[src/rtl/core/dmc_ram.sv]
`timescale 1ns / 1ps

module dmc_ram #(
  parameter int WIDTH = 8,
  parameter int DEPTH = 256
) (
  input  logic                     clk,
  input  logic                     wr_en,
  input  logic [$clog2(DEPTH)-1:0] wr_addr,
  input  logic [WIDTH-1:0]         wr_data,
  input  logic [$clog2(DEPTH)-1:0] rd_addr,
  output logic [WIDTH-1:0]         rd_data
);

  logic [WIDTH-1:0] mem [DEPTH];

  always_ff @(posedge clk) begin
    if (wr_en) begin
      mem[wr_addr] <= wr_data;
    end
    rd_data <= mem[rd_addr];
  end

endmodule

[config.mk]
export PLATFORM = sky130hd
export DESIGN_NAME = dmc_ram
export DESIGN_NICKNAME = d
export VERILOG_FILES = /design/src/rtl/core/dmc_ram.sv
export SDC_FILE = /design/constraint.sdc
export NUM_CORES = 2
export LEC_CHECK = 0
export CORE_MARGIN = 3
export CORE_UTILIZATION = 30
export CTS_CLUSTER_DIAMETER = 50
export DETAILED_ROUTE_END_ITERATION = 6
export DONT_BUFFER_PORTS = 1
export HOLD_SLACK_MARGIN = 0.05
export PLACE_DENSITY = 0.55
export SLEW_MARGIN = 30
export SYNTH_ARGS = -nofsm -noshare
export SYNTH_HDL_FRONTEND = slang
export SYNTH_SLANG_ARGS = --single-unit
[constraint.sdc]
create_clock -name clk -period 2.1 [get_ports clk]
set_input_delay 0.315 -clock clk [delete_from_list [all_inputs] [get_ports clk]]
set_output_delay 0.315 -clock clk [all_outputs]
set_load 0.01 [all_outputs]
==> Word-level counts from Yosys, hierarchy flattened <==
Memories as Yosys holds them, arrays and structs flattened. A register that Yosys moved wholly into a read port is not among the register bits.
Index checks and enable logic that the tools add are counted.
{ "word_totals": {"register_bits": 0, "out_inout_bits": 8, "n_memories": 1, "ramBits": 2048} }
{ "memory_table": {"columns": ["memory", "words", "word_bits", "rd", "rd_ports_with_merged_regs", "write_ports", "line", "rtl"], "rows": [
  ["mem", 256, 8, 1, 1, 1, "15", "logic [WIDTH-1:0] mem [DEPTH];"]
]} }
{ "op_classes": {"n_mux": 2} }
{ "ops": {"columns": ["op", "n"], "rows": [
  ["two-way mux 1 bit", 2]
]} }

==> Depth between registers and ports, before layout <==
{ "depth": {"depth_word": 2, "mapped_depth": 11, "depth_no_buf": 6} }

==> Worst setup path after synthesis <==
No wires, ideal clock.
{ "synth_path": {"kind": "input-to-reg", "from": "in rd_addr[0]", "to": "reg rd_data[2], read port of mem", "arrival_ns": 2.122, "setup_time_ns": 0.131, "stages": 9, "path_buffers": 4, "setup_slack_ns": -0.153, "cell_sequence": "buf_6 > buf_12 > buf_8 > buf_2 > mux4_2 > a22oi_1 > a21oi_1 > nor4_1 > nor4_2"} }
{ "synth_rtl": {"columns": ["element", "line", "rtl"], "rows": [
  ["from (decl)", "11", "input logic [$clog2(DEPTH)-1:0] rd_addr,"],
  ["to (decl)", "12", "output logic [WIDTH-1:0] rd_data"]
]} }

==> summary.md <==
| Metric | Value |
|---|---|
| CTS tree | `done` |
| Post-DP HPWL | `between 100 and 150 mm` |
| GPL Wtd Cong | `0.803` |
| Slew Limit Fails | `0` |
| Post-CTS Setup Inserts | `0` |
| Initial Utilization | `0.302` |
| I/O Pins | `34` |
| WL per Instance | `27.3 um` |
| Hold Vio Cnt, Final | `roughly 1,100` |
| Leakage | `between 20 and 30 nW` |
| Sequential-to-total area share from yosys stat | `0.775` |
| DR vias | `40,292` |
| Die span in y | `between 500 and 600 um` |
| Violated checks | `negative hold slack, negative setup slack` |
| CTS H-tree depth | `4` |
| Critical path type | `register to register` |
| Detailed Routing Iterations Pass 1 | `5` |
| Startpoint Class | `register` |
| Required time of the critical path | `~2.8 ns` |
| Final WS setup | `-0.161 ns` |
| Total power draw | `0.0858 W` |
| Period minus WS final | `roughly 2.3 ns` |
| Synth area leader | `edfxtp_1` |
| Post-synthesis cell area | `roughly 80,000 um2` |
| Clock Latency Late Sink | `~0.85 ns` |
| Top_reg_cell synth | `edfxtp_1` |
| Ranking of synthesized cells by area | `edfxtp_1 (77%), mux4_2 (13%), mux2i_1 (1.7%)` |
| Power per cell area | `~910 nW/um2` |
| Pre-CTS setup slack | `-1.15 ns` |
| Worst Path Max Fanout | `1` |
| Root Buffer | `clkbuf_16` |
| Fin cells | `between 7,000 and 8,000` |
| HP Class | `input pin to register` |
| Layout Skew | `approximately 0.038 ns` |
| Die area | `~270,000 um2` |
| Maxcap violations | `0` |
| Post-route DRC | `0` |
| Synth warn | `0` |
| Antenna violations before repair | `11` |
| Status | `finished, violations left` |
| Longest Clk Path Bufs | `3` |
| Clock sink count | `~2,100` |
| First DRT Iteration DRCs | `roughly 4,700` |
| Post-DRT Antenna Nets | `0` |
| DP Cell Count | `about 7,500` |
| Worst vdd ir | `between 0.7 and 0.8 mV` |
| Syn nets | `around 3,800` |
| CTS Buf Count | `approximately 210` |
| Worst R2R Path Depth | `7` |
| Layout cells sized above 1 | `0.302` |
| Total track usage | `0.152` |
| Final hold slack | `-0.384 ns` |
| Routed vias/inst | `5.09` |
| Ys async rst share | `0` |
| Critical Path AT | `around 3 ns` |
| Area Overhead vs Synth | `18.9%` |
| Unrepaired setup endpoints after global routing | `true` |
| Fmax | `between 400 and 500 MHz` |
| Die Width | `521 um` |
| Crit end category | `register` |
| Cells after Synth | `around 3,700` |
| Top-count cell post-synth | `edfxtp_1` |
| Final setup fails | `8` |
| Distinct cells, synth | `55` |
| Final nets | `4,248` |
| DRT Wirelength | `around 220 mm` |
| Remaining global-route overflow | `0` |
| WHS Path Cells | `0` |
| Mean post-synth cell area | `approximately 21 um2` |
| Post-synth top cells | `edfxtp_1 (2,048), mux4_2 (454), nor2_1 (282)` |
| Number of fillers in the final layout | `roughly 24,000` |
| Period utilization | `1.08` |
| Largest net degree at the start of global routing | `roughly 580` |
| Slew headroom | `0.263` |
| # rows | `approximately 190` |
| Hold_buf cts | `14` |
| CTS clk-pin slew, worst paths | `around 0.07 ns` |
| Vias in the first global route | `slightly above 40,000` |
| Flops & latches, synth | `roughly 2,000` |
| Input/output buffers | `0` |
| Post-synth top area share | `0.773` |
| Core Region | `263,000 um2` |
| Slew at the pin with the worst max-slew slack | `between 1 and 1.5 ns` |
| First-pass GRT wire length | `~300 mm` |
| Number of flops mapped to enable cells by yosys | `2,048` |
-- worst max-delay path: stages, from the launching register on --
cell	delay (ns)
edfxtp_1	0.35
mux4_2	0.47
nand2b_4	0.15
a311oi_2	0.36
o221ai_2	0.16
a211oi_2	0.38
buf_4	0.21
nor4_2	0.05
-- power breakdown --
group	internal, W	total [W]	switching, W
Sequential	0.0453	0.0454	0.000126
Combinational	0.00169	0.00377	0.00208
Clock	0.0207	0.0366	0.0159
-- what timing repair did --
item                                    CTS  global route
setup endpoints to repair                 8            13
pin swaps                                20            12
endpoints found under the hold margin  2176          1956
gates cloned                              0            16
resized for setup                        45            14
-- cell type report --
class / instances / area (um2) / share of cell area
antenna: 3 / 7.51 / 0.0000794
clock buffer: 263 / 5600 / 0.0592
clock inverter: 127 / 1170 / 0.0124
inverter: 2 / 7.51 / 0.0000794
multi-input combinational: 1442 / 16900 / 0.179
sequential: 2056 / 61700 / 0.652
tap: 3515 / 4400 / 0.0465
timing repair buffer: 508 / 4780 / 0.0505
-- cells in the final DEF (no fill, tap or decap), types with 9 or more instances in the layout --
master and instances:
a22oi_1 133, dlygate4sd3_1 14, nor2b_1 26, nand4_1 10, a21oi_1 95, buf_16 9
mux4_2 454, bufinv_16 14, o21ai_0 10, clkbuf_16 233, buf_12 37, clkinv_1 49
nand2_1 33, clkinv_2 34, buf_4 430, mux2i_1 134, o221ai_1 45, o211ai_1 10
nor2_2 17, edfxtp_1 2048, nand3_1 31, clkbuf_1 46, nor3_1 18, nor2_1 262
o22ai_1 28, nor4_2 11
-- per-layer routing --
layer / wire length, um / global-route usage / vias up
li1: - / - / 16705
met1: 92500 / 0.215 / 21705
met2: 103000 / 0.242 / 1590
met3: 16100 / 0.0278 / 290
met4: 4500 / 0.0368 / 2
met5: 20 / 0 / -
-- sequential cells by signal, summed over array words and instances (netlist names) --
register and flops:
mem 2048, rd_data 8
-- cells by family (layout without fill, tap and decap cells) --
group / count (synthesis) / count (layout) / synth area share
buf+inv: 235 / 900 / 0.0183
flops: 2056 / 2056 / 0.775
simple gates: 466 / 466 / 0.0263
compound gates: 385 / 385 / 0.0342
mux: 591 / 591 / 0.146
other cells: 0 / 3 / 0
-- per-stage QoR --
step | util | setup TNS (ns) | area, um2
2_1_floorplan | - | -16.00 | 79900
3_3_place_gp | 0.329 | -56.70 | 86600
3_5_place_dp | 0.329 | -53.11 | 86600
4_1_cts | 0.356 | -0.949 | 93800
5_1_grt | 0.359 | -1.22 | 94600
6_report | 0.359 | -0.820 | 94600
-- final timing paths --
kind,start,end,slack (ns)
min reg2reg,mem[40][3]$_DFFE_PP_,rd_data[3]$_DFF_P_,1.15
min,wr_data[6],mem[156][6]$_DFFE_PP_,-0.38
max,mem[43][5]$_DFFE_PP_,rd_data[5]$_DFF_P_,-0.16
max reg2reg,mem[43][5]$_DFFE_PP_,rd_data[5]$_DFF_P_,-0.16
(Power assumes the default switching activity.)
