==> src/rtl/core/dmc_pkg.sv <==
`timescale 1ns / 1ps

package dmc_pkg;

  localparam int MAX_SIDE = 32;
  localparam int CELLS    = MAX_SIDE * MAX_SIDE;
  localparam int COORD_W  = $clog2(MAX_SIDE);
  localparam int ADDR_W   = 2 * COORD_W;
  localparam int DEPTH_W  = ADDR_W + 1;
  localparam int SIZE_W   = 6;
  localparam int EPOCH_W  = 8;
  localparam int MAZE_W   = EPOCH_W + 4;
  localparam int FRAME_W  = 2 * COORD_W + 10;

  localparam logic OP_START = 1'b0;
  localparam logic OP_STEP  = 1'b1;

  localparam logic [1:0] DIR_E = 2'd0;
  localparam logic [1:0] DIR_W = 2'd1;
  localparam logic [1:0] DIR_S = 2'd2;
  localparam logic [1:0] DIR_N = 2'd3;

  localparam logic [2:0] EV_ENTRANCE  = 3'd0;
  localparam logic [2:0] EV_CARVE     = 3'd1;
  localparam logic [2:0] EV_BACKTRACK = 3'd2;
  localparam logic [2:0] EV_FINISH    = 3'd3;
  localparam logic [2:0] EV_IGNORED   = 3'd4;

  typedef struct packed {
    logic       op;
    logic [4:0] start_x;
    logic [4:0] start_y;
    logic [1:0] start_dir;
    logic [4:0] order_pick;
  } in_item_t;

  typedef struct packed {
    logic [2:0] event_res;
    logic [4:0] cell_x;
    logic [4:0] cell_y;
    logic [1:0] wall_dir;
  } out_item_t;

  typedef struct packed {
    logic [COORD_W-1:0] x;
    logic [COORD_W-1:0] y;
    logic [1:0]         from;
    logic [4:0]         pick;
    logic [2:0]         next;
  } frame_t;

  typedef struct packed {
    logic [EPOCH_W-1:0] epoch;
    logic [3:0]         walls;
  } maze_entry_t;

  typedef struct packed {
    logic              en;
    logic [ADDR_W-1:0] addr;
    maze_entry_t       data;
  } maze_wr_t;

  typedef struct packed {
    logic              en;
    logic [ADDR_W-1:0] addr;
    frame_t            data;
  } stack_wr_t;

  typedef enum logic [3:0] {
    ST_IDLE,
    ST_TOP,
    ST_MOD,
    ST_START,
    ST_SCAN,
    ST_NCHK,
    ST_CUR,
    ST_PUSH,
    ST_EMIT,
    ST_CLEAR
  } state_t;

  function automatic logic [3:0] dir_bit(logic [1:0] d);
    return 4'b0001 << d;
  endfunction

  function automatic logic [3:0] neighbor_mask(logic [COORD_W-1:0] x, logic [COORD_W-1:0] y,
                                               logic [SIZE_W-1:0] n);
    logic [3:0] m;
    m[DIR_E] = (SIZE_W'(x) + SIZE_W'(2)) <= n;
    m[DIR_W] = (x != '0);
    m[DIR_S] = (SIZE_W'(y) + SIZE_W'(2)) <= n;
    m[DIR_N] = (y != '0);
    return m;
  endfunction

  function automatic logic [2:0] mask_count(logic [3:0] m);
    return 3'(m[0]) + 3'(m[1]) + 3'(m[2]) + 3'(m[3]);
  endfunction

  function automatic logic [3:0][1:0] perm_dirs(logic [3:0] avail, logic [4:0] pick);
    logic [1:0]      list [4];
    logic [1:0]      q    [4];
    logic [2:0]      cnt;
    logic [4:0]      r;
    logic [3:0][1:0] res;
    cnt = '0;
    r   = pick;
    res = '0;
    for (int i = 0; i < 4; i++) begin
      list[i] = '0;
      q[i]    = '0;
    end
    for (int d = 0; d < 4; d++) begin
      if (avail[d]) begin
        list[cnt[1:0]] = 2'(d);
        cnt = cnt + 3'd1;
      end
    end
    case (cnt)
      3'd4: begin
        if (r >= 5'd24) r = r - 5'd24;
        if (r >= 5'd18) begin
          q[0] = 2'd3;
          r = r - 5'd18;
        end else if (r >= 5'd12) begin
          q[0] = 2'd2;
          r = r - 5'd12;
        end else if (r >= 5'd6) begin
          q[0] = 2'd1;
          r = r - 5'd6;
        end
        q[1] = (r >= 5'd4) ? 2'd2 : ((r >= 5'd2) ? 2'd1 : 2'd0);
        q[2] = {1'b0, r[0]};
      end
      3'd3: begin
        for (int k = 0; k < 5; k++) begin
          if (r >= 5'd6) r = r - 5'd6;
        end
        q[0] = (r >= 5'd4) ? 2'd2 : ((r >= 5'd2) ? 2'd1 : 2'd0);
        q[1] = {1'b0, r[0]};
      end
      3'd2: begin
        q[0] = {1'b0, r[0]};
      end
      default: ;
    endcase
    for (int k = 0; k < 4; k++) begin
      res[k] = list[q[k]];
      for (int j = 0; j < 3; j++) begin
        if (2'(j) >= q[k]) list[j] = list[j + 1];
      end
    end
    return res;
  endfunction

endpackage

==> src/rtl/core/dmc_ctrl.sv <==
`timescale 1ns / 1ps

module dmc_ctrl (
  input  logic                           clk,
  input  logic                           rst_n,
  input  logic [dmc_pkg::SIZE_W-1:0]     grid_size,
  input  logic                           in_valid,
  output logic                           in_ready,
  input  dmc_pkg::in_item_t              in_item,
  output logic                           out_valid,
  input  logic                           out_ready,
  output dmc_pkg::out_item_t             out_item,
  output logic [dmc_pkg::ADDR_W-1:0]     maze_rd_addr,
  input  dmc_pkg::maze_entry_t           maze_rd_data,
  output dmc_pkg::maze_wr_t              maze_wr,
  output logic [dmc_pkg::ADDR_W-1:0]     stack_rd_addr,
  input  dmc_pkg::frame_t                stack_rd_data,
  output dmc_pkg::stack_wr_t             stack_wr
);

  dmc_pkg::state_t                 state_r, state_nxt;
  dmc_pkg::state_t                 clr_ret_r, clr_ret_nxt;
  logic [dmc_pkg::ADDR_W-1:0]      clr_cnt_r, clr_cnt_nxt;
  logic [dmc_pkg::DEPTH_W-1:0]     depth_r, depth_nxt;
  logic [dmc_pkg::EPOCH_W-1:0]     epoch_r, epoch_nxt;
  logic                            out_valid_r, out_valid_nxt;
  dmc_pkg::out_item_t              out_item_r, out_item_nxt;
  dmc_pkg::out_item_t              res_r, res_nxt;
  dmc_pkg::in_item_t               item_r, item_nxt;
  dmc_pkg::frame_t                 frame_r, frame_nxt;
  logic [3:0][1:0]                 dirs_r, dirs_nxt;
  logic [2:0]                      cnt_r, cnt_nxt;
  logic [2:0]                      idx_r, idx_nxt;
  logic [dmc_pkg::COORD_W-1:0]     sx_r, sx_nxt;
  logic [dmc_pkg::COORD_W-1:0]     sy_r, sy_nxt;
  logic [dmc_pkg::COORD_W-1:0]     nx_r, nx_nxt;
  logic [dmc_pkg::COORD_W-1:0]     ny_r, ny_nxt;
  logic [1:0]                      dir_r, dir_nxt;

  logic [dmc_pkg::SIZE_W-1:0]      n_eff;
  logic [3:0]                      avail;
  logic [1:0]                      d_sel;
  logic [dmc_pkg::COORD_W-1:0]     nx_c;
  logic [dmc_pkg::COORD_W-1:0]     ny_c;
  logic                            hit;
  logic [3:0]                      walls_eff;
  logic                            sx_big;
  logic                            sy_big;
  dmc_pkg::frame_t                 push_frame;
  dmc_pkg::frame_t                 top_frame;

  assign out_valid = out_valid_r;
  assign out_item  = out_item_r;

  always_comb begin
    if (grid_size < dmc_pkg::SIZE_W'(2)) begin
      n_eff = dmc_pkg::SIZE_W'(2);
    end else if (grid_size > dmc_pkg::SIZE_W'(dmc_pkg::MAX_SIDE)) begin
      n_eff = dmc_pkg::SIZE_W'(dmc_pkg::MAX_SIDE);
    end else begin
      n_eff = grid_size;
    end
  end

  assign avail     = dmc_pkg::neighbor_mask(stack_rd_data.x, stack_rd_data.y, n_eff);
  assign d_sel     = dirs_r[idx_r[1:0]];
  assign hit       = (maze_rd_data.epoch == epoch_r);
  assign walls_eff = hit ? maze_rd_data.walls : 4'hF;
  assign sx_big    = (dmc_pkg::SIZE_W'(sx_r) >= n_eff);
  assign sy_big    = (dmc_pkg::SIZE_W'(sy_r) >= n_eff);

  always_comb begin
    nx_c = frame_r.x;
    ny_c = frame_r.y;
    case (d_sel)
      dmc_pkg::DIR_E: nx_c = frame_r.x + 1'b1;
      dmc_pkg::DIR_W: nx_c = frame_r.x - 1'b1;
      dmc_pkg::DIR_S: ny_c = frame_r.y + 1'b1;
      dmc_pkg::DIR_N: ny_c = frame_r.y - 1'b1;
      default: ;
    endcase
  end

  always_comb begin
    push_frame.x    = nx_r;
    push_frame.y    = ny_r;
    push_frame.from = dir_r ^ 2'b01;
    push_frame.pick = item_r.order_pick;
    push_frame.next = '0;
    top_frame       = frame_r;
    top_frame.next  = idx_r + 3'd1;
  end

  always_comb begin
    state_nxt     = state_r;
    clr_ret_nxt   = clr_ret_r;
    clr_cnt_nxt   = clr_cnt_r;
    depth_nxt     = depth_r;
    epoch_nxt     = epoch_r;
    out_valid_nxt = out_valid_r & ~out_ready;
    out_item_nxt  = out_item_r;
    res_nxt       = res_r;
    item_nxt      = item_r;
    frame_nxt     = frame_r;
    dirs_nxt      = dirs_r;
    cnt_nxt       = cnt_r;
    idx_nxt       = idx_r;
    sx_nxt        = sx_r;
    sy_nxt        = sy_r;
    nx_nxt        = nx_r;
    ny_nxt        = ny_r;
    dir_nxt       = dir_r;
    in_ready      = 1'b0;
    maze_rd_addr  = {frame_r.y, frame_r.x};
    maze_wr       = '0;
    stack_rd_addr = dmc_pkg::ADDR_W'(depth_r - 1'b1);
    stack_wr      = '0;

    case (state_r)
      dmc_pkg::ST_IDLE: begin
        in_ready = 1'b1;
        if (in_valid) begin
          item_nxt  = in_item;
          state_nxt = dmc_pkg::ST_TOP;
        end
      end

      dmc_pkg::ST_TOP: begin
        if (item_r.op == dmc_pkg::OP_START) begin
          sx_nxt    = item_r.start_x;
          sy_nxt    = item_r.start_y;
          state_nxt = dmc_pkg::ST_MOD;
        end else if (depth_r == '0) begin
          res_nxt.event_res = dmc_pkg::EV_IGNORED;
          res_nxt.cell_x    = '0;
          res_nxt.cell_y    = '0;
          res_nxt.wall_dir  = '0;
          state_nxt         = dmc_pkg::ST_EMIT;
        end else begin
          frame_nxt = stack_rd_data;
          dirs_nxt  = dmc_pkg::perm_dirs(avail, stack_rd_data.pick);
          cnt_nxt   = dmc_pkg::mask_count(avail);
          idx_nxt   = stack_rd_data.next;
          state_nxt = dmc_pkg::ST_SCAN;
        end
      end

      dmc_pkg::ST_MOD: begin
        if (sx_big) sx_nxt = dmc_pkg::COORD_W'(dmc_pkg::SIZE_W'(sx_r) - n_eff);
        if (sy_big) sy_nxt = dmc_pkg::COORD_W'(dmc_pkg::SIZE_W'(sy_r) - n_eff);
        if (!sx_big && !sy_big) begin
          if (epoch_r == '1) begin
            clr_cnt_nxt = '0;
            clr_ret_nxt = dmc_pkg::ST_START;
            state_nxt   = dmc_pkg::ST_CLEAR;
          end else begin
            state_nxt = dmc_pkg::ST_START;
          end
        end
      end

      dmc_pkg::ST_START: begin
        epoch_nxt             = epoch_r + 1'b1;
        maze_wr.en            = 1'b1;
        maze_wr.addr          = {sy_r, sx_r};
        maze_wr.data.epoch    = epoch_r + 1'b1;
        maze_wr.data.walls    = 4'hF & ~dmc_pkg::dir_bit(item_r.start_dir);
        stack_wr.en           = 1'b1;
        stack_wr.addr         = '0;
        stack_wr.data.x       = sx_r;
        stack_wr.data.y       = sy_r;
        stack_wr.data.from    = item_r.start_dir;
        stack_wr.data.pick    = item_r.order_pick;
        stack_wr.data.next    = '0;
        depth_nxt             = dmc_pkg::DEPTH_W'(1);
        res_nxt.event_res     = dmc_pkg::EV_ENTRANCE;
        res_nxt.cell_x        = sx_r;
        res_nxt.cell_y        = sy_r;
        res_nxt.wall_dir      = item_r.start_dir;
        state_nxt             = dmc_pkg::ST_EMIT;
      end

      dmc_pkg::ST_SCAN: begin
        if (idx_r >= cnt_r || depth_r == dmc_pkg::DEPTH_W'(dmc_pkg::CELLS)) begin
          depth_nxt         = depth_r - 1'b1;
          res_nxt.event_res = (depth_r == dmc_pkg::DEPTH_W'(1)) ? dmc_pkg::EV_FINISH
                                                               : dmc_pkg::EV_BACKTRACK;
          res_nxt.cell_x    = frame_r.x;
          res_nxt.cell_y    = frame_r.y;
          res_nxt.wall_dir  = '0;
          state_nxt         = dmc_pkg::ST_EMIT;
        end else if (d_sel == frame_r.from) begin
          idx_nxt = idx_r + 3'd1;
        end else begin
          maze_rd_addr = {ny_c, nx_c};
          nx_nxt       = nx_c;
          ny_nxt       = ny_c;
          dir_nxt      = d_sel;
          state_nxt    = dmc_pkg::ST_NCHK;
        end
      end

      dmc_pkg::ST_NCHK: begin
        if (hit) begin
          idx_nxt   = idx_r + 3'd1;
          state_nxt = dmc_pkg::ST_SCAN;
        end else begin
          maze_wr.en         = 1'b1;
          maze_wr.addr       = {ny_r, nx_r};
          maze_wr.data.epoch = epoch_r;
          maze_wr.data.walls = walls_eff & ~dmc_pkg::dir_bit(dir_r ^ 2'b01);
          maze_rd_addr       = {frame_r.y, frame_r.x};
          state_nxt          = dmc_pkg::ST_CUR;
        end
      end

      dmc_pkg::ST_CUR: begin
        maze_wr.en         = 1'b1;
        maze_wr.addr       = {frame_r.y, frame_r.x};
        maze_wr.data.epoch = epoch_r;
        maze_wr.data.walls = walls_eff & ~dmc_pkg::dir_bit(dir_r);
        stack_wr.en        = 1'b1;
        stack_wr.addr      = dmc_pkg::ADDR_W'(depth_r - 1'b1);
        stack_wr.data      = top_frame;
        state_nxt          = dmc_pkg::ST_PUSH;
      end

      dmc_pkg::ST_PUSH: begin
        stack_wr.en       = 1'b1;
        stack_wr.addr     = depth_r[dmc_pkg::ADDR_W-1:0];
        stack_wr.data     = push_frame;
        depth_nxt         = depth_r + 1'b1;
        res_nxt.event_res = dmc_pkg::EV_CARVE;
        res_nxt.cell_x    = frame_r.x;
        res_nxt.cell_y    = frame_r.y;
        res_nxt.wall_dir  = dir_r;
        state_nxt         = dmc_pkg::ST_EMIT;
      end

      dmc_pkg::ST_EMIT: begin
        if (!out_valid_r || out_ready) begin
          out_item_nxt  = res_r;
          out_valid_nxt = 1'b1;
          state_nxt     = dmc_pkg::ST_IDLE;
        end
      end

      dmc_pkg::ST_CLEAR: begin
        maze_wr.en         = 1'b1;
        maze_wr.addr       = clr_cnt_r;
        maze_wr.data.epoch = '0;
        maze_wr.data.walls = 4'hF;
        clr_cnt_nxt        = clr_cnt_r + 1'b1;
        if (clr_cnt_r == '1) begin
          epoch_nxt = '0;
          state_nxt = clr_ret_r;
        end
      end

      default: begin
        state_nxt = dmc_pkg::ST_IDLE;
      end
    endcase
  end

  always_ff @(posedge clk) begin
    if (!rst_n) begin
      state_r     <= dmc_pkg::ST_CLEAR;
      clr_ret_r   <= dmc_pkg::ST_IDLE;
      clr_cnt_r   <= '0;
      depth_r     <= '0;
      epoch_r     <= '0;
      out_valid_r <= 1'b0;
    end else begin
      state_r     <= state_nxt;
      clr_ret_r   <= clr_ret_nxt;
      clr_cnt_r   <= clr_cnt_nxt;
      depth_r     <= depth_nxt;
      epoch_r     <= epoch_nxt;
      out_valid_r <= out_valid_nxt;
    end
  end

  always_ff @(posedge clk) begin
    out_item_r <= out_item_nxt;
    res_r      <= res_nxt;
    item_r     <= item_nxt;
    frame_r    <= frame_nxt;
    dirs_r     <= dirs_nxt;
    cnt_r      <= cnt_nxt;
    idx_r      <= idx_nxt;
    sx_r       <= sx_nxt;
    sy_r       <= sy_nxt;
    nx_r       <= nx_nxt;
    ny_r       <= ny_nxt;
    dir_r      <= dir_nxt;
  end

endmodule
==> config.mk <==
export PLATFORM = sky130hd
export DESIGN_NAME = dmc_ctrl
export DESIGN_NICKNAME = d
export VERILOG_FILES = /design/src/rtl/core/dmc_pkg.sv /design/src/rtl/core/dmc_ctrl.sv
export SDC_FILE = /design/constraint.sdc
export NUM_CORES = 1
export LEC_CHECK = 0
export BUFFER_PORTS_ARGS = -buffer_cell sky130_fd_sc_hd__buf_4
export CORE_ASPECT_RATIO = 0.75
export CORE_MARGIN = 2
export CORE_UTILIZATION = 39
export CTS_CLUSTER_SIZE = 40
export DETAILED_ROUTE_END_ITERATION = 6
export PLACE_DENSITY = 0.65
export SLEW_MARGIN = 10
export SYNTH_ARGS = -nofsm -noshare
export SYNTH_HDL_FRONTEND = slang
export SYNTH_SLANG_ARGS = --single-unit
==> constraint.sdc <==
create_clock -name clk -period 6.9 [get_ports clk]
set_input_delay 1.035 -clock clk [delete_from_list [all_inputs] [get_ports clk]]
set_output_delay 1.035 -clock clk [all_outputs]
set_load 0.03 [all_outputs]
# Word level (Yosys, flattened, before mapping)
# Cells that the tools add are included.
# W data, S select, Z words.
# word_totals
ff_bits	136
word_cells	375
in_bits	60
out_inout_bits	91
# op_classes
bitwise_logic	24
magnitude_cmp	37
reduce_logical	34
n_mux	178
n_shift	3
n_addsub	28
n_eq_ne	37
# op_table
op	count
$mux W5	41
$mux W2	52
$mux W8	13
$pmux W31 S3	1
$pmux W23 S4	1
$mux W3	20
$pmux W15 S4	1
$mux W10	5
$mux W15	3
$ge A5 B3 Y1 const B	8
$mux W4	10
$pmux W5 S2	4
$pmux W4 S9	1
$pmux W11 S3	1
$ne A2 B2 Y1 const B	15
$sub A5 B3 Y5 const B	6
$mux W23	1
$not A4 Y4	5
$pmux W10 S2	1
$ge A3 B3 Y1 const B	6
$not A2 Y3	6
$reduce_and A3 Y1	6
$and A4 B4 Y4	4
$bmux W2 S2	4
other kinds (69)	126

# Depth between registers and ports, before layout
# depth
word_depth	71
depth_mapped	24
mapped_depth_nobuf	23

# Least setup slack after synthesis
# OpenSTA, ideal clock, no wires.
# synth_path
path_kind	input to register
startpoint	input port stack_rd_data[7] (netlist bit)
endpoint	register dirs_r[4] (netlist bit), data pin
t_required_ns	6.634
slack_ns	0.976
stages	24
arrival_time_ns	5.658
n_path_buf	1
setup_time_ns	0.266
path_cell_list	inv_1 > ha_1 > a21bo_2 > nand2_1 > o21ai_0 > ha_1 > a211oi_4 > mux2i_1 > inv_1 > ha_1 > or2_4 > o211a_1 > o21ai_0 > and3_1 > ha_1 > inv_1 > a311o_1 > a41o_1 > o2111ai_2 > nand2_1 > buf_2 > o22a_1 > nor3_1 > o211ai_1
# synth_via
elab_chain_len	49
elab_cells_between_ends	112
cone_classes	add/sub (9); order compare (19); mux (83); bitwise (1)
# synth_rtl
element	line_no	rtl
start: declaration	dmc_ctrl.sv:17	input dmc_pkg::frame_t stack_rd_data,
$sub A5 B3 Y5 / $ge A5 B3 Y1 (equally long branches)	dmc_pkg.sv:137	if (r >= 5'd6) r = r - 5'd6;
$mux W5	dmc_pkg.sv:137	
$mux W5	dmc_pkg.sv:119	case (cnt)
$mux W5	dmc_ctrl.sv:133	end else if (depth_r == '0) begin
$mux W5	dmc_ctrl.sv:129	if (item_r.op == dmc_pkg::OP_START) begin
$mux W5	dmc_ctrl.sv:119	case (state_r)
$sub A5 B3 Y5 / $ge A5 B3 Y1 (equally long branches)	dmc_pkg.sv:137	
$mux W5	dmc_pkg.sv:137	
[... 32 more ...]	n/a	
$mux W2	dmc_ctrl.sv:129	
$mux W2	dmc_ctrl.sv:119	
$mux W2	dmc_pkg.sv:150	if (2'(j) >= q[k]) list[j] = list[j + 1];
$mux W2	dmc_ctrl.sv:133	
$mux W2	dmc_ctrl.sv:129	
$mux W2	dmc_ctrl.sv:119	
$bmux W2 S2 (*)	dmc_pkg.sv:148	res[k] = list[q[k]];
$mux W2 (implied by the code) (*) (2 in series)	dmc_pkg.sv:148	
end signal: assignment	dmc_ctrl.sv:289	dirs_r <= dirs_nxt;
end: declaration	dmc_ctrl.sv:31	logic [3:0][1:0] dirs_r, dirs_nxt;
# Every way passes the cells marked *; elsewhere a longest branch is shown, timed or not. The select of a mux whose other input is x is not followed.
# A chain may end at the register's enable or synchronous reset.

# Worst setup path in the final report
# Ends and elaborated chain as after synthesis.

==> flow_summary.toml <==
[sta]
setup_ws_ps = 478
skew_ps = 11.7
worst_pin_slew_ps = 1100
period_needed_ps = 6420
max_slew_margin_pct = 26.0
fin_crit_sh_pct = 93.1
drv_slew = 0
max_freq_ghz = 0.156
grt_setup_unrepaired = "no"
hold_violations = 0
setup_tns_ps = 0
fin_hold_ws_ps = 421
setup-violations-final = 0

[yosys]
synth_simple_gate_area_share_pct = 17.3
synthCells = 1048
yosysWarnings = 0
async_reset_ff_share_pct = 0
synth_top_area_share_pct = 31.5
synthAdderAreaFrac_pct = 10.5
synth_ff_type = "edfxtp_1"
synth_mux_area_share_pct = 3.24
synth.distinct_cells = 80
synth-edff-count = 101
yosysTopAreaCell = "edfxtp_1"
netlist_area_um2 = 9640
synth_top_family_by_area = "compound AO/OA/AOI/OAI gates"
syn_avg_cell_area_um2 = 9.20
yosysSeqAreaShare_pct = 38.7
synth_xor_area_share_pct = 5.98
synth_compound_area_share_pct = 19.5
ys_seq_elements = 136
ys_top_cells_by_area = "edfxtp_1, ha_1, dfxtp_1"
synth_fp_nets = 1185

[setup_path]
path_delay_family = "compound AO/OA/AOI/OAI gates"
crit_path_start_kind = "input port"
crit_buf_inv = 4
slowest_stage = "a211oi_1"
crit_required_ps = 7150
endpoint_kind = "flip-flop"
r2r_slack_ps = 3440
cpMostUsedCell = "ha_1"
crit_chain = "buf_4 -> inv_1 -> ha_1 -> a21bo_2 -> nand2_1 -> o21ai_0 -> ha_1 -> a211oi_4 -> mux2i_1 -> inv_1 -> ha_1 -> or2_4 -> o211a_1 -> o21ai_0 -> and3_1 -> ha_1 -> inv_1 -> a311o_1 -> a41o_1 -> o2111ai_2 -> nand2_1 -> a211oi_1 -> nor3_1 -> o211ai_1"
worstSetupPathType = "in -> reg"
cp_max_fo = 11
slowest_delay_ps = 490
cp_data_arrival_time_ps = 6670

[power_and_ir_drop]
peakVddDrop_v = 0.000170
p_leak_nw = 4.99
power.density_nw_per_um2 = 220
p_total_mw = 2.57

[cells_and_area]
syn_to_final_growth_pct = 21.1
antenna_cells = 0
fin_nets = 1316
fillers = 2328
fin_util_pct = 48.3
final_area_um2 = 11700
fin_cells = 1523
drive_above_1_share_pct = 19.6

[clocking]
cts.repair.resized = 0
postCtsHoldBufs = 0
cts_tree = "built"
numCtsBuffers = 17
post_cts_buffers = 0
clock_latency_ps = 430
htreeDepth = 4
path_clk_slew_ps = 60
root_buffer = "clkbuf_16"
clk_path_buf_depth = 2
cts_sinks = 136

[outcome]
failed_checks = "DRC"
outcome = "finished, violations left"

[placement]
placed_cells = 1491
post-place-ws_ps = 121
placed_cell_area_um2 = 11100
place.port_buffers = 150
dp_hpwl_mm = 20.6
globalplace.congestion = 0.908

[floorplanning]
pin_count = 151
core-area_um2 = 24200
die_w_um = 186
die_area_um2 = 26000
die_h_um = 140
rows = 49
start_util_pct = 39.9

[grt]
grt_pass1_vias = 7846
grt_pass1_wl_mm = 42.3
antenna_found_initial = 0
grt_usage_pct = 20.9
grt_max_degree = 31
grt-ovfl-total = 0

[routing]
wl_per_cell_um = 17.8
num_vias = 8451
routed_wl_mm = 27.0
drc = 4
firstDrtPassIters = 7
ant_nets = 0
drt_iter0_drc = 841
routed_via_density = 5.55

[job]
maxCapViolCount = 0

[worst_hold_path]
hold_path_class = "reg -> reg"
-- synthesized netlist by cell type, types with 9 or more instances --
cell        n
nand2_1   115
edfxtp_1  101
nor2_1     84
o21ai_0    83
inv_1      72
ha_1       71
a21oi_1    58
clkbuf_1   39
dfxtp_1    35
xnor2_1    34
nand3_1    32
xor2_1     30
nor3_1     24
and3_1     19
a22o_1     17
a21o_1     16
a222oi_1   16
mux2_2     14
nand2b_1   12
nand4_1    12
mux2i_1    11
a31oi_1    10
nor2b_1     9
-- registers in the layout, summed over array words and instances, names as in the netlist, 2 cells and up --
name and flops:
clr_cnt_r 10, cnt_r 3, depth_r 11, dir_r 2, dirs_r 8, epoch_r 8
frame_r 17, idx_r 3, item_r 18, nx_r 5, ny_r 5, out_item 15
res_r 15, state_r 4, sx_r 5, sy_r 5
-- logic make-up (layout without fill, tap and decap cells) --
kind of cell	count (synthesis)	after routing
simple gates	349	349
compound gates	274	274
flops	136	136
buf+inv	120	264
fa+ha+maj	77	77
xor+xnor	65	65
mux	27	27
-- where the power goes --
| part | internal, mW | switching [mW] | leakage (nW) |
|---|---|---|---|
| Clock | 0.526 | 0.393 | 0.289 |
| Combinational | 0.293 | 0.419 | 3.48 |
| Sequential | 0.916 | 0.0229 | 1.22 |
-- layer usage --
layer / vias up / part of all wire (%) / global-route usage (%)
met5: - / 0 / 0
met4: 0 / 2.2 / 7.38
met3: 32 / 7.2 / 4.06
met2: 287 / 44 / 31.5
met1: 4047 / 46 / 29.8
li1: 4085 / - / -
-- path summary, 6_finish.rpt --
check                               endpoint              from  cells after the start
worst max register to register   depth_r[10]        depth_r[4]                     10
worst min-delay path            out_item[10]         res_r[10]                      0
worst min register to register  out_item[10]         res_r[10]                      0
worst max-delay path               dirs_r[4]  stack_rd_data[7]                     24
-- final cells by class --
cell class	count	area [um^2]	share of cell area, %
multi-input cells	792	5470	46.9
flip-flops and latches	136	3730	32.0
repair buffers	158	1190	10.2
clock buffers	18	450	3.86
well taps	331	414	3.55
inverters	74	278	2.38
clock inverters	14	138	1.18
-- cells in the final DEF, fill, tap and decap left out, types with 14 or more instances in the layout --
cell       instances
nor3_1            22
nand3_1           32
nor2_1            84
edfxtp_1         101
mux2_2            14
ha_1              71
clkbuf_16         18
a22o_1            17
nand2_1          115
a21o_1            16
o21ai_0           82
inv_1             72
a222oi_1          16
xnor2_1           34
a21oi_1           58
dfxtp_1           35
buf_4            158
and3_1            19
xor2_1            30
No activity file was read; power rests on OpenSTA's default activity.
